--- src/rtl/bag_pkg.sv ---
// Shared types and constants for the broadcast address generator.
package bag_pkg;

  // Configuration register and result widths
  localparam int REG_W         = 32;
  localparam int ADDR_W        = 32;
  localparam int CFG_IDX_W     = 1;

  // Default geometry
  localparam int MAX_DIMS_DEF  = 4;
  localparam int SIZE_BITS_DEF = 8;

  // Reset value of both size registers: every dimension has size one
  localparam logic [REG_W-1:0] SIZES_RST = 32'h0101_0101;

  // Configuration register indexes
  typedef enum logic [CFG_IDX_W-1:0] {
    CFG_SIZES_A = 1'b0,
    CFG_SIZES_B = 1'b1
  } bag_cfg_idx_t;

  // Per-dimension status a cell reports to the top level
  typedef struct packed {
    logic              inc;
    logic [ADDR_W-1:0] delta_a;
    logic [ADDR_W-1:0] delta_b;
    logic              bad;
  } bag_cell_st_t;

endpackage

--- src/rtl/bag_in_if.sv ---
// Input channel of the broadcast address generator: one restart/advance item.
interface bag_in_if;
  logic valid;
  logic ready;
  logic restart;

  modport source (output valid, output restart, input ready);
  modport sink   (input valid, input restart, output ready);
endinterface

--- src/rtl/bag_out_if.sv ---
// Result channel of the broadcast address generator: one address pair per item.
interface bag_out_if;
  logic        valid;
  logic        ready;
  logic [31:0] out_index;
  logic [31:0] addr_a;
  logic [31:0] addr_b;
  logic        last;
  logic        shape_error;

  modport source (output valid, output out_index, output addr_a, output addr_b,
                  output last, output shape_error, input ready);
  modport sink   (input valid, input out_index, input addr_a, input addr_b,
                  input last, input shape_error, output ready);
endinterface

--- src/rtl/broadcast_address_generator.sv ---
// Top level: broadcast address generator built from a row of dimension cells.
// Each accepted item yields one result: the column-major output index and the
// addresses into operands A and B, with size-one dimensions broadcast (stride
// zero). An item is accepted every cycle while the result register is free or
// being drained; the running addresses advance by one add per item, chosen by
// the dimension cell that increments. After a write to sizes_a or sizes_b the
// strides ripple down the cell row one dimension per cycle, so the input is not
// ready while they settle; the write also restarts the element count.
// Incompatible shapes return shape_error with zero fields and leave the
// counters untouched.
module broadcast_address_generator #(
  parameter int MAX_DIMS  = bag_pkg::MAX_DIMS_DEF,
  parameter int SIZE_BITS = bag_pkg::SIZE_BITS_DEF
) (
  input  logic                         clk,
  input  logic                         rst_n,
  bag_in_if.sink                       in_ch,
  bag_out_if.source                    out_ch,
  input  logic                         cfg_we,
  input  logic [bag_pkg::CFG_IDX_W-1:0] cfg_index,
  input  logic [bag_pkg::REG_W-1:0]     cfg_data
);
  import bag_pkg::*;

  localparam int SET_W = $clog2(MAX_DIMS + 1);

  logic [REG_W-1:0]  sizes_a_r, sizes_b_r;
  logic [SET_W-1:0]  settle_r, settle_nxt;
  logic [ADDR_W-1:0] stride_a [MAX_DIMS+1];
  logic [ADDR_W-1:0] stride_b [MAX_DIMS+1];
  logic [MAX_DIMS:0] carry;
  bag_cell_st_t      st [MAX_DIMS];
  logic [MAX_DIMS-1:0] inc_vec, bad_vec;

  logic              accept, adv, bad_shape, is_last;
  logic [ADDR_W-1:0] idx_r, addr_a_r, addr_b_r;
  logic [ADDR_W-1:0] idx_eff, addr_a_eff, addr_b_eff;
  logic [ADDR_W-1:0] idx_nxt, addr_a_nxt, addr_b_nxt;
  logic [ADDR_W-1:0] delta_a, delta_b;

  logic              ov_r;
  logic [ADDR_W-1:0] o_idx_r, o_aa_r, o_ab_r;
  logic              o_last_r, o_err_r;

  // Size registers
  always_ff @(posedge clk) begin
    if (!rst_n) begin
      sizes_a_r <= SIZES_RST;
      sizes_b_r <= SIZES_RST;
    end else if (cfg_we) begin
      case (bag_cfg_idx_t'(cfg_index))
        CFG_SIZES_A: sizes_a_r <= cfg_data;
        CFG_SIZES_B: sizes_b_r <= cfg_data;
        default: ;
      endcase
    end
  end

  // Hold the input off while strides ripple through the cells
  always_comb begin
    settle_nxt = settle_r;
    if (cfg_we) begin
      settle_nxt = SET_W'(MAX_DIMS - 1);
    end else if (settle_r != '0) begin
      settle_nxt = settle_r - SET_W'(1);
    end
  end

  always_ff @(posedge clk) begin
    if (!rst_n) begin
      settle_r <= '0;
    end else begin
      settle_r <= settle_nxt;
    end
  end

  assign in_ch.ready = (settle_r == '0) && (!ov_r || out_ch.ready);
  assign accept      = in_ch.valid && in_ch.ready;
  assign adv         = accept && !bad_shape;

  // Row of dimension cells
  assign stride_a[0] = ADDR_W'(1);
  assign stride_b[0] = ADDR_W'(1);
  assign carry[0]    = 1'b1;

  for (genvar k = 0; k < MAX_DIMS; k++) begin : g_cell
    bag_cell #(.K(k), .SIZE_BITS(SIZE_BITS)) u_cell (
      .clk          (clk),
      .rst_n        (rst_n),
      .sizes_a      (sizes_a_r),
      .sizes_b      (sizes_b_r),
      .stride_a_in  (stride_a[k]),
      .stride_b_in  (stride_b[k]),
      .stride_a_out (stride_a[k+1]),
      .stride_b_out (stride_b[k+1]),
      .clr          (cfg_we),
      .zero         (in_ch.restart),
      .adv          (adv),
      .carry_in     (carry[k]),
      .carry_out    (carry[k+1]),
      .st           (st[k])
    );
    assign inc_vec[k] = st[k].inc;
    assign bad_vec[k] = st[k].bad;
  end

  assign bad_shape = |bad_vec;
  assign is_last   = carry[MAX_DIMS];

  // Merge the jump of the one cell that increments
  always_comb begin
    delta_a = '0;
    delta_b = '0;
    for (int k = 0; k < MAX_DIMS; k++) begin
      delta_a = delta_a | st[k].delta_a;
      delta_b = delta_b | st[k].delta_b;
    end
  end

  // Running index and addresses of the current element
  assign idx_eff    = in_ch.restart ? '0 : idx_r;
  assign addr_a_eff = in_ch.restart ? '0 : addr_a_r;
  assign addr_b_eff = in_ch.restart ? '0 : addr_b_r;

  always_comb begin
    idx_nxt    = idx_r;
    addr_a_nxt = addr_a_r;
    addr_b_nxt = addr_b_r;
    if (cfg_we) begin
      idx_nxt    = '0;
      addr_a_nxt = '0;
      addr_b_nxt = '0;
    end else if (adv) begin
      if (is_last) begin
        idx_nxt    = '0;
        addr_a_nxt = '0;
        addr_b_nxt = '0;
      end else begin
        idx_nxt    = idx_eff + ADDR_W'(1);
        addr_a_nxt = addr_a_eff + delta_a;
        addr_b_nxt = addr_b_eff + delta_b;
      end
    end
  end

  always_ff @(posedge clk) begin
    if (!rst_n) begin
      idx_r    <= '0;
      addr_a_r <= '0;
      addr_b_r <= '0;
    end else begin
      idx_r    <= idx_nxt;
      addr_a_r <= addr_a_nxt;
      addr_b_r <= addr_b_nxt;
    end
  end

  // Result register
  always_ff @(posedge clk) begin
    if (!rst_n) begin
      ov_r <= 1'b0;
    end else if (accept) begin
      ov_r <= 1'b1;
    end else if (out_ch.ready) begin
      ov_r <= 1'b0;
    end
  end

  always_ff @(posedge clk) begin
    if (accept) begin
      o_err_r  <= bad_shape;
      o_idx_r  <= bad_shape ? '0 : idx_eff;
      o_aa_r   <= bad_shape ? '0 : addr_a_eff;
      o_ab_r   <= bad_shape ? '0 : addr_b_eff;
      o_last_r <= bad_shape ? 1'b0 : is_last;
    end
  end

  assign out_ch.valid       = ov_r;
  assign out_ch.out_index   = o_idx_r;
  assign out_ch.addr_a      = o_aa_r;
  assign out_ch.addr_b      = o_ab_r;
  assign out_ch.last        = o_last_r;
  assign out_ch.shape_error = o_err_r;

  // No item enters while strides are still settling
  a_settle_block: assert property (@(posedge clk) disable iff (!rst_n)
    (settle_r != '0) |-> !accept)
    else $error("item accepted while strides settle");

  // At most one dimension increments per item
  a_one_inc: assert property (@(posedge clk) disable iff (!rst_n)
    $onehot0(inc_vec))
    else $error("more than one dimension increments");

  // Wrap and increment are exclusive
  a_last_no_inc: assert property (@(posedge clk) disable iff (!rst_n)
    is_last |-> (inc_vec == '0))
    else $error("increment on the final element");

  // Error results carry zero fields
  a_err_zero: assert property (@(posedge clk) disable iff (!rst_n)
    (ov_r && o_err_r) |-> (o_aa_r == '0 && o_ab_r == '0 && o_idx_r == '0 && !o_last_r))
    else $error("shape error result with nonzero fields");

endmodule

--- src/rtl/bag_cell.sv ---
// One dimension cell: size decode, stride register, element counter, carry.
module bag_cell #(
  parameter int K         = 0,
  parameter int SIZE_BITS = bag_pkg::SIZE_BITS_DEF
) (
  input  logic                     clk,
  input  logic                     rst_n,
  input  logic [bag_pkg::REG_W-1:0] sizes_a,
  input  logic [bag_pkg::REG_W-1:0] sizes_b,
  input  logic [bag_pkg::ADDR_W-1:0] stride_a_in,
  input  logic [bag_pkg::ADDR_W-1:0] stride_b_in,
  output logic [bag_pkg::ADDR_W-1:0] stride_a_out,
  output logic [bag_pkg::ADDR_W-1:0] stride_b_out,
  input  logic                     clr,
  input  logic                     zero,
  input  logic                     adv,
  input  logic                     carry_in,
  output logic                     carry_out,
  output bag_pkg::bag_cell_st_t    st
);
  import bag_pkg::*;

  localparam int PAD_W  = REG_W + SIZE_BITS;
  localparam int PROD_W = ADDR_W + SIZE_BITS;
  localparam logic [SIZE_BITS-1:0] ONE = SIZE_BITS'(1);

  logic [SIZE_BITS-1:0] raw_a, raw_b, dim_a, dim_b, out_size;
  logic [SIZE_BITS-1:0] cnt_r, cnt_nxt, cnt_eff;
  logic [ADDR_W-1:0]    stride_a_r, stride_b_r;
  logic [PROD_W-1:0]    prod_a, prod_b;
  logic [ADDR_W-1:0]    jump_a, jump_b;
  logic                 at_max, inc, bad;

  // Pick this dimension's size field; fields above the register read as zero
  generate
    if (K * SIZE_BITS >= REG_W) begin : g_beyond
      assign raw_a = '0;
      assign raw_b = '0;
    end else begin : g_field
      logic [PAD_W-1:0] ext_a, ext_b;
      assign ext_a = {{SIZE_BITS{1'b0}}, sizes_a};
      assign ext_b = {{SIZE_BITS{1'b0}}, sizes_b};
      assign raw_a = ext_a[K*SIZE_BITS +: SIZE_BITS];
      assign raw_b = ext_b[K*SIZE_BITS +: SIZE_BITS];
    end
  endgenerate

  // A size of zero counts as one
  assign dim_a = (raw_a == '0) ? ONE : raw_a;
  assign dim_b = (raw_b == '0) ? ONE : raw_b;

  // Broadcast rule for the output size
  always_comb begin
    bad      = 1'b0;
    out_size = dim_a;
    if (dim_a == dim_b || dim_b == ONE) begin
      out_size = dim_a;
    end else if (dim_a == ONE) begin
      out_size = dim_b;
    end else begin
      out_size = ONE;
      bad      = 1'b1;
    end
  end

  // Stride register takes the neighbor's product every cycle
  always_ff @(posedge clk) begin
    if (!rst_n) begin
      stride_a_r <= ADDR_W'(1);
      stride_b_r <= ADDR_W'(1);
    end else begin
      stride_a_r <= stride_a_in;
      stride_b_r <= stride_b_in;
    end
  end

  // Hand the next dimension its stride, modulo 2^32
  assign prod_a = {{SIZE_BITS{1'b0}}, stride_a_r} * {{ADDR_W{1'b0}}, dim_a};
  assign prod_b = {{SIZE_BITS{1'b0}}, stride_b_r} * {{ADDR_W{1'b0}}, dim_b};
  assign stride_a_out = prod_a[ADDR_W-1:0];
  assign stride_b_out = prod_b[ADDR_W-1:0];

  // Counter step: increment when all lower dimensions wrap, wrap at the top
  assign cnt_eff   = zero ? '0 : cnt_r;
  assign at_max    = (cnt_eff == out_size - ONE);
  assign inc       = carry_in & ~at_max;
  assign carry_out = carry_in & at_max;

  always_comb begin
    cnt_nxt = cnt_r;
    if (clr) begin
      cnt_nxt = '0;
    end else if (adv) begin
      if (carry_in) begin
        cnt_nxt = at_max ? '0 : cnt_eff + ONE;
      end else begin
        cnt_nxt = cnt_eff;
      end
    end
  end

  always_ff @(posedge clk) begin
    if (!rst_n) begin
      cnt_r <= '0;
    end else begin
      cnt_r <= cnt_nxt;
    end
  end

  // Address step when this dimension increments: lower dimensions span
  // exactly stride - 1, so the jump is 1, or 1 - stride when broadcast
  assign jump_a = !inc ? '0 : (dim_a != ONE) ? ADDR_W'(1) : ADDR_W'(1) - stride_a_r;
  assign jump_b = !inc ? '0 : (dim_b != ONE) ? ADDR_W'(1) : ADDR_W'(1) - stride_b_r;

  assign st = '{inc: inc, delta_a: jump_a, delta_b: jump_b, bad: bad};

endmodule

--- src/flat_wrapper.sv ---
// flat-port wrapper written by rule: the top's interface ports become plain ports
module broadcast_address_generator_flat import bag_pkg::*;
#(
  parameter int MAX_DIMS  = bag_pkg::MAX_DIMS_DEF,
  parameter int SIZE_BITS = bag_pkg::SIZE_BITS_DEF
)
  (clk, rst_n, cfg_we, cfg_index, cfg_data, in_ch_valid, in_ch_restart, in_ch_ready, out_ch_valid, out_ch_out_index, out_ch_addr_a, out_ch_addr_b, out_ch_last, out_ch_shape_error, out_ch_ready);
  bag_in_if in_ch_i ();
  bag_out_if out_ch_i ();
  input  logic clk;
  input  logic rst_n;
  input  logic cfg_we;
  input  logic [bag_pkg::CFG_IDX_W-1:0] cfg_index;
  input  logic [bag_pkg::REG_W-1:0] cfg_data;
  input wire logic [$bits(in_ch_i.valid)-1:0] in_ch_valid;
  input wire logic [$bits(in_ch_i.restart)-1:0] in_ch_restart;
  output wire logic [$bits(in_ch_i.ready)-1:0] in_ch_ready;
  output wire logic [$bits(out_ch_i.valid)-1:0] out_ch_valid;
  output wire logic [$bits(out_ch_i.out_index)-1:0] out_ch_out_index;
  output wire logic [$bits(out_ch_i.addr_a)-1:0] out_ch_addr_a;
  output wire logic [$bits(out_ch_i.addr_b)-1:0] out_ch_addr_b;
  output wire logic [$bits(out_ch_i.last)-1:0] out_ch_last;
  output wire logic [$bits(out_ch_i.shape_error)-1:0] out_ch_shape_error;
  input wire logic [$bits(out_ch_i.ready)-1:0] out_ch_ready;
  assign in_ch_i.valid = in_ch_valid;
  assign in_ch_i.restart = in_ch_restart;
  assign in_ch_ready = in_ch_i.ready;
  assign out_ch_valid = out_ch_i.valid;
  assign out_ch_out_index = out_ch_i.out_index;
  assign out_ch_addr_a = out_ch_i.addr_a;
  assign out_ch_addr_b = out_ch_i.addr_b;
  assign out_ch_last = out_ch_i.last;
  assign out_ch_shape_error = out_ch_i.shape_error;
  assign out_ch_i.ready = out_ch_ready;
  broadcast_address_generator #(.MAX_DIMS(MAX_DIMS), .SIZE_BITS(SIZE_BITS)) u_core (.clk(clk), .rst_n(rst_n), .in_ch(in_ch_i), .out_ch(out_ch_i), .cfg_we(cfg_we), .cfg_index(cfg_index), .cfg_data(cfg_data));
endmodule
--- config.mk ---
export PLATFORM = sky130hd
export DESIGN_NAME = broadcast_address_generator_flat
export DESIGN_NICKNAME = d
export VERILOG_FILES = /design/src/rtl/bag_pkg.sv /design/src/rtl/bag_in_if.sv /design/src/rtl/bag_out_if.sv /design/src/rtl/broadcast_address_generator.sv /design/src/rtl/bag_cell.sv /design/src/flat_wrapper.sv
export SDC_FILE = /design/constraint.sdc
export NUM_CORES = 2
export LEC_CHECK = 0
export ABC_CLOCK_PERIOD_IN_PS = 12700
export BUFFER_PORTS_ARGS = -buffer_cell sky130_fd_sc_hd__buf_2
export CORE_UTILIZATION = 50
export DETAILED_ROUTE_END_ITERATION = 8
export PLACE_DENSITY_LB_ADDON = 0.1
export REMOVE_ABC_BUFFERS = 1
export SYNTH_ARGS = -nofsm -noshare
export SYNTH_HDL_FRONTEND = slang
export SYNTH_SLANG_ARGS = --single-unit
export TNS_END_PERCENT = 50
--- constraint.sdc ---
create_clock -name clk -period 12.7 [get_ports clk]
set_input_delay 0.635 -clock clk [delete_from_list [all_inputs] [get_ports clk]]
set_output_delay 0.635 -clock clk [all_outputs]
set_load 0.03 [all_outputs]
==> results.py <==
metrics = {
    "pwr": {
        "power.share.clock_pct": 39.0,
        "p_sw_share_pct": 32.2,
        "powerDensity_nw_per_um2": 95.1,
        "ir_drop_v": 0.000103,
        "seq_power_share_pct": 38.3,
        "combPwrFrac_pct": 22.8,
        "p_leak_nw": 17.9,
        "internal_power_mw": 2.51,
        "switchingPower_mw": 1.19,
    },
    "cts": {
        "cts_setup_buffers": 0,
        "clock_path_buffers": 3,
        "cts-hold-fix-buffers": 0,
        "clk_latency_ps": 610,
        "cts_tree": "done",
        "post_cts_resized": 0,
        "cts_sinks": 402,
        "clkSlewWorstSetupHoldPaths_ps": 60,
        "h-tree-depth": 2,
        "cts.root.buffer_cell": "clkbuf_16",
        "numCtsBuffers": 47,
    },
    "synthesis": {
        "synth_top_family_by_area": "simple AND/OR/NAND/NOR gates",
        "synth-edff-count": 98,
        "synth-xor-area-share_pct": 6.27,
        "synth_fa_ha_area_share_pct": 24.2,
        "ys_ff_latch": 402,
        "yosysSeqAreaShare_pct": 25.1,
        "synth_area_um2": 36000,
        "synth_cells": 4289,
        "yosys_warnings": 0,
        "synthFlopType": "dfxtp_1",
        "async_flop_share_pct": 0,
        "syn_avg_cell_area_um2": 8.38,
        "synth-simple-area-share_pct": 24.7,
        "synth-compound-area-share_pct": 13.3,
        "yosys-mux-area-fraction_pct": 0.111,
        "synth_cell_types": 88,
    },
    "final_layout": {
        "final-instance-count-excl-fill": 5254,
        "n_antenna_cell": 0,
        "final_layout_size_suffix_gt1_share_pct": 6.58,
        "final_nets": 4851,
        "syn2layout_area_growth_pct": 8.13,
    },
    "routing": {
        "via_per_inst": 5.51,
        "met3_length_um": 5540,
        "vias": 28900,
        "route.detailed.drc": 0,
        "wl_met1_um": 45100,
        "wire_per_inst_um": 17.3,
        "drt-total-wl_um": 90700,
        "antenna_left": 0,
        "dr.pass1.iters": 5,
        "wl_met2_um": 38500,
        "top_layer": "met4",
        "drtIter0Drc": 1883,
    },
    "sta": {
        "grt_setup_unrepaired": "false",
        "setup_viol_count_final": 0,
        "timing.final.crit_share_pct": 79.5,
        "worst_pin_slew_ps": 1150,
        "hold_violations": 0,
        "fin_tns_setup_ps": 0,
        "skew_ps": 45.5,
        "min_period_ps": 10090,
        "relSlewSlack_pct": 23.3,
        "final_max_slew_viol_count": 0,
        "fmax_ghz": 0.0991,
    },
    "global_routing": {
        "grt_usage_pct": 24.8,
        "grt_pass1_vias": 27900,
        "grt_start_max_net_pins": 86,
        "antenna_found_initial": 0,
        "gr-total-overflow": 0,
        "grt_pass1_wl_um": 148000,
    },
    "floorplanning": {
        "die_w_um": 270,
        "pin_count": 139,
        "die_y_um": 270,
        "start_util_pct": 50.9,
        "rows": 97,
        "core_region_area_um2": 70600,
        "die_area_um2": 73000,
    },
    "placed_design": {
        "place_inst": 5166,
        "io_buffers": 138,
        "gp_congestion": 0.901,
        "post-dp-hpwl_um": 68200,
    },
    "worst_setup_path": {
        "cp_max_fo": 31,
        "worstSetupPathType": "reg -> reg",
        "end_kind": "flip-flop",
        "r2r_slack_ps": 2610,
        "crit_arrival_ps": 10600,
        "max_stage_delay_ps": 990,
        "cp-start-kind": "flip-flop",
        "required_ps": 13210,
        "slowest_stage": "a31oi_2",
    },
    "hold_path": {
        "min_path_type": "in -> reg",
    },
    "job": {
        "max-cap-violations": 0,
    },
    "run_status": {
        "status": "completed",
    },
}
==> through the flow <==
| step | utilization (%) | cell area [um^2] | power [mW] | setup slack [ps] | hold WS, ps |
|---|---|---|---|---|---|
| after detailed placement | 52.7 | 37200 | 2.28 | 2700 | 452 |
| after floorplan | - | 35100 | 2.00 | 3650 | 432 |
| final | 55.1 | 38900 | 3.70 | 2610 | 248 |
| after global routing | 55.1 | 38900 | 3.88 | 1680 | 250 |
| after CTS | 55.1 | 38900 | 3.73 | 2610 | 218 |
| after global placement | 52.7 | 37200 | 2.28 | 2860 | 443 |
==> power groups by stage <==
stage	combinational [mW]	clock (mW)	sequential (mW)
floorplan	0.540	0	1.46
global placement	0.835	0	1.44
detailed placement	0.834	0	1.44
CTS	0.838	1.48	1.41
global route	0.932	1.52	1.42
finish	0.842	1.44	1.41
==> cells in the final DEF, fill, tap and decap left out, types with 128 or more instances in the layout <==
master     n
dfxtp_1  304
buf_2    136
nor2_1   196
nand3_1  128
inv_1    370
and2_1   350
a21oi_1  234
o21ai_0  161
fa_1     266
ha_1     271
xnor2_1  136
nand2_1  590
==> kinds of logic (layout without fill, tap and decap cells) <==
| kind of cell | count (synthesis) | after routing |
|---|---|---|
| XOR/XNOR | 252 | 252 |
| AO/OA/AOI/OAI | 750 | 750 |
| flip-flops | 402 | 402 |
| adder cells (fa/ha/maj) | 537 | 537 |
| buffers and inverters | 599 | 624 |
| multiplexers | 4 | 4 |
| AND/OR/NAND/NOR | 1745 | 1745 |
==> final cells by class <==
cell class / instances / area, um^2
clock buffers: 64 / 1350
clock inverters: 24 / 322
fillers: 6745 / 31700
inverters: 371 / 1400
multi-input cells: 3288 / 24700
flip-flops and latches: 402 / 9030
well taps: 940 / 1180
repair buffers: 165 / 898
==> final timing paths <==
kind                                                         from                                to  cells after the start
worst min-delay path                                  cfg_data[0]  u_core.sizes_a_r[0]$_SDFFE_PN1P_                      3
worst max-delay path            u_core.sizes_b_r[21]$_SDFFE_PN0P_  u_core.addr_a_r[31]$_SDFFE_PP0P_                     33
worst min register to register       u_core.idx_r[1]$_SDFFE_PP0P_      u_core.idx_r[1]$_SDFFE_PP0P_                      2
worst max register to register  u_core.sizes_b_r[21]$_SDFFE_PN0P_  u_core.addr_a_r[31]$_SDFFE_PP0P_                     33
==> Yosys cell counts (7+ instances only) <==
cell type  number  area (um^2)
a21oi_1       235         1180
nand2b_1       53          332
a22oi_1        42          315
o211ai_1       18          135
nor2_1        198          743
clkbuf_1      208          781
nand4_1         9         56.3
or4_1          16          120
o221ai_1       22          193
a21o_1         45          338
o21bai_1       13         97.6
o21a_1         15          113
edfxtp_1       98         2940
a211o_1         8         70.1
nor2b_1       128          801
nand3_1       128          641
and3_1         27          169
or3_1          43          269
nand2_1       591         2220
inv_1         371         1390
and2_1        350         2190
xnor2_1       136         1190
a31oi_1        19          119
or2_2          12         75.1
o22ai_1         7         43.8
a211oi_1       17          128
and3b_1        10         87.6
o2111ai_1       7         61.3
a21boi_0       66          495
nor4_1         29          181
o21ai_0       161          806
dfxtp_1       304         6090
xor2_1        112          981
a41oi_1        10         87.6
nand3b_1       19          143
buf_1          12         45.0
nor3_1         83          415
ha_1          271         3390
fa_1          266         5330
nor3b_1        19          143
buf_2           8         40.0
==> critical path, delay by kind of cell, from the launching register on <==
kind	cells	cell delay, ps
compound gates	20	5260
flops	1	930
fa+ha+maj	2	450
buf+inv	3	390
xor+xnor	2	400
simple gates	6	2560
==> registers in the layout, indices dropped and copies added (netlist names) <==
| register | flops |
|---|---|
| u_core.addr_a_r | 32 |
| u_core.g_cell.u_cell.cnt_r | 32 |
| u_core.out_ch.shape_error | 1 |
| u_core.out_ch.last | 1 |
| u_core.g_cell.u_cell.stride_a_r | 54 |
| u_core.addr_b_r | 32 |
| u_core.g_cell.u_cell.stride_b_r | 54 |
| u_core.out_ch.out_index | 32 |
| u_core.settle_r | 3 |
| u_core.out_ch.addr_a | 32 |
| u_core.sizes_b_r | 32 |
| u_core.sizes_a_r | 32 |
| u_core.idx_r | 32 |
| u_core.out_ch.valid | 1 |
| u_core.out_ch.addr_b | 32 |
==> per-layer routing <==
metal  vias to the layer above  GRT usage, %
met2                       739          37.6
met4                         0          5.25
li1                      14300             -
met3                       105          3.98
met5                         -             0
met1                     13800          37.0
No activity file was read; power rests on OpenSTA's default activity.
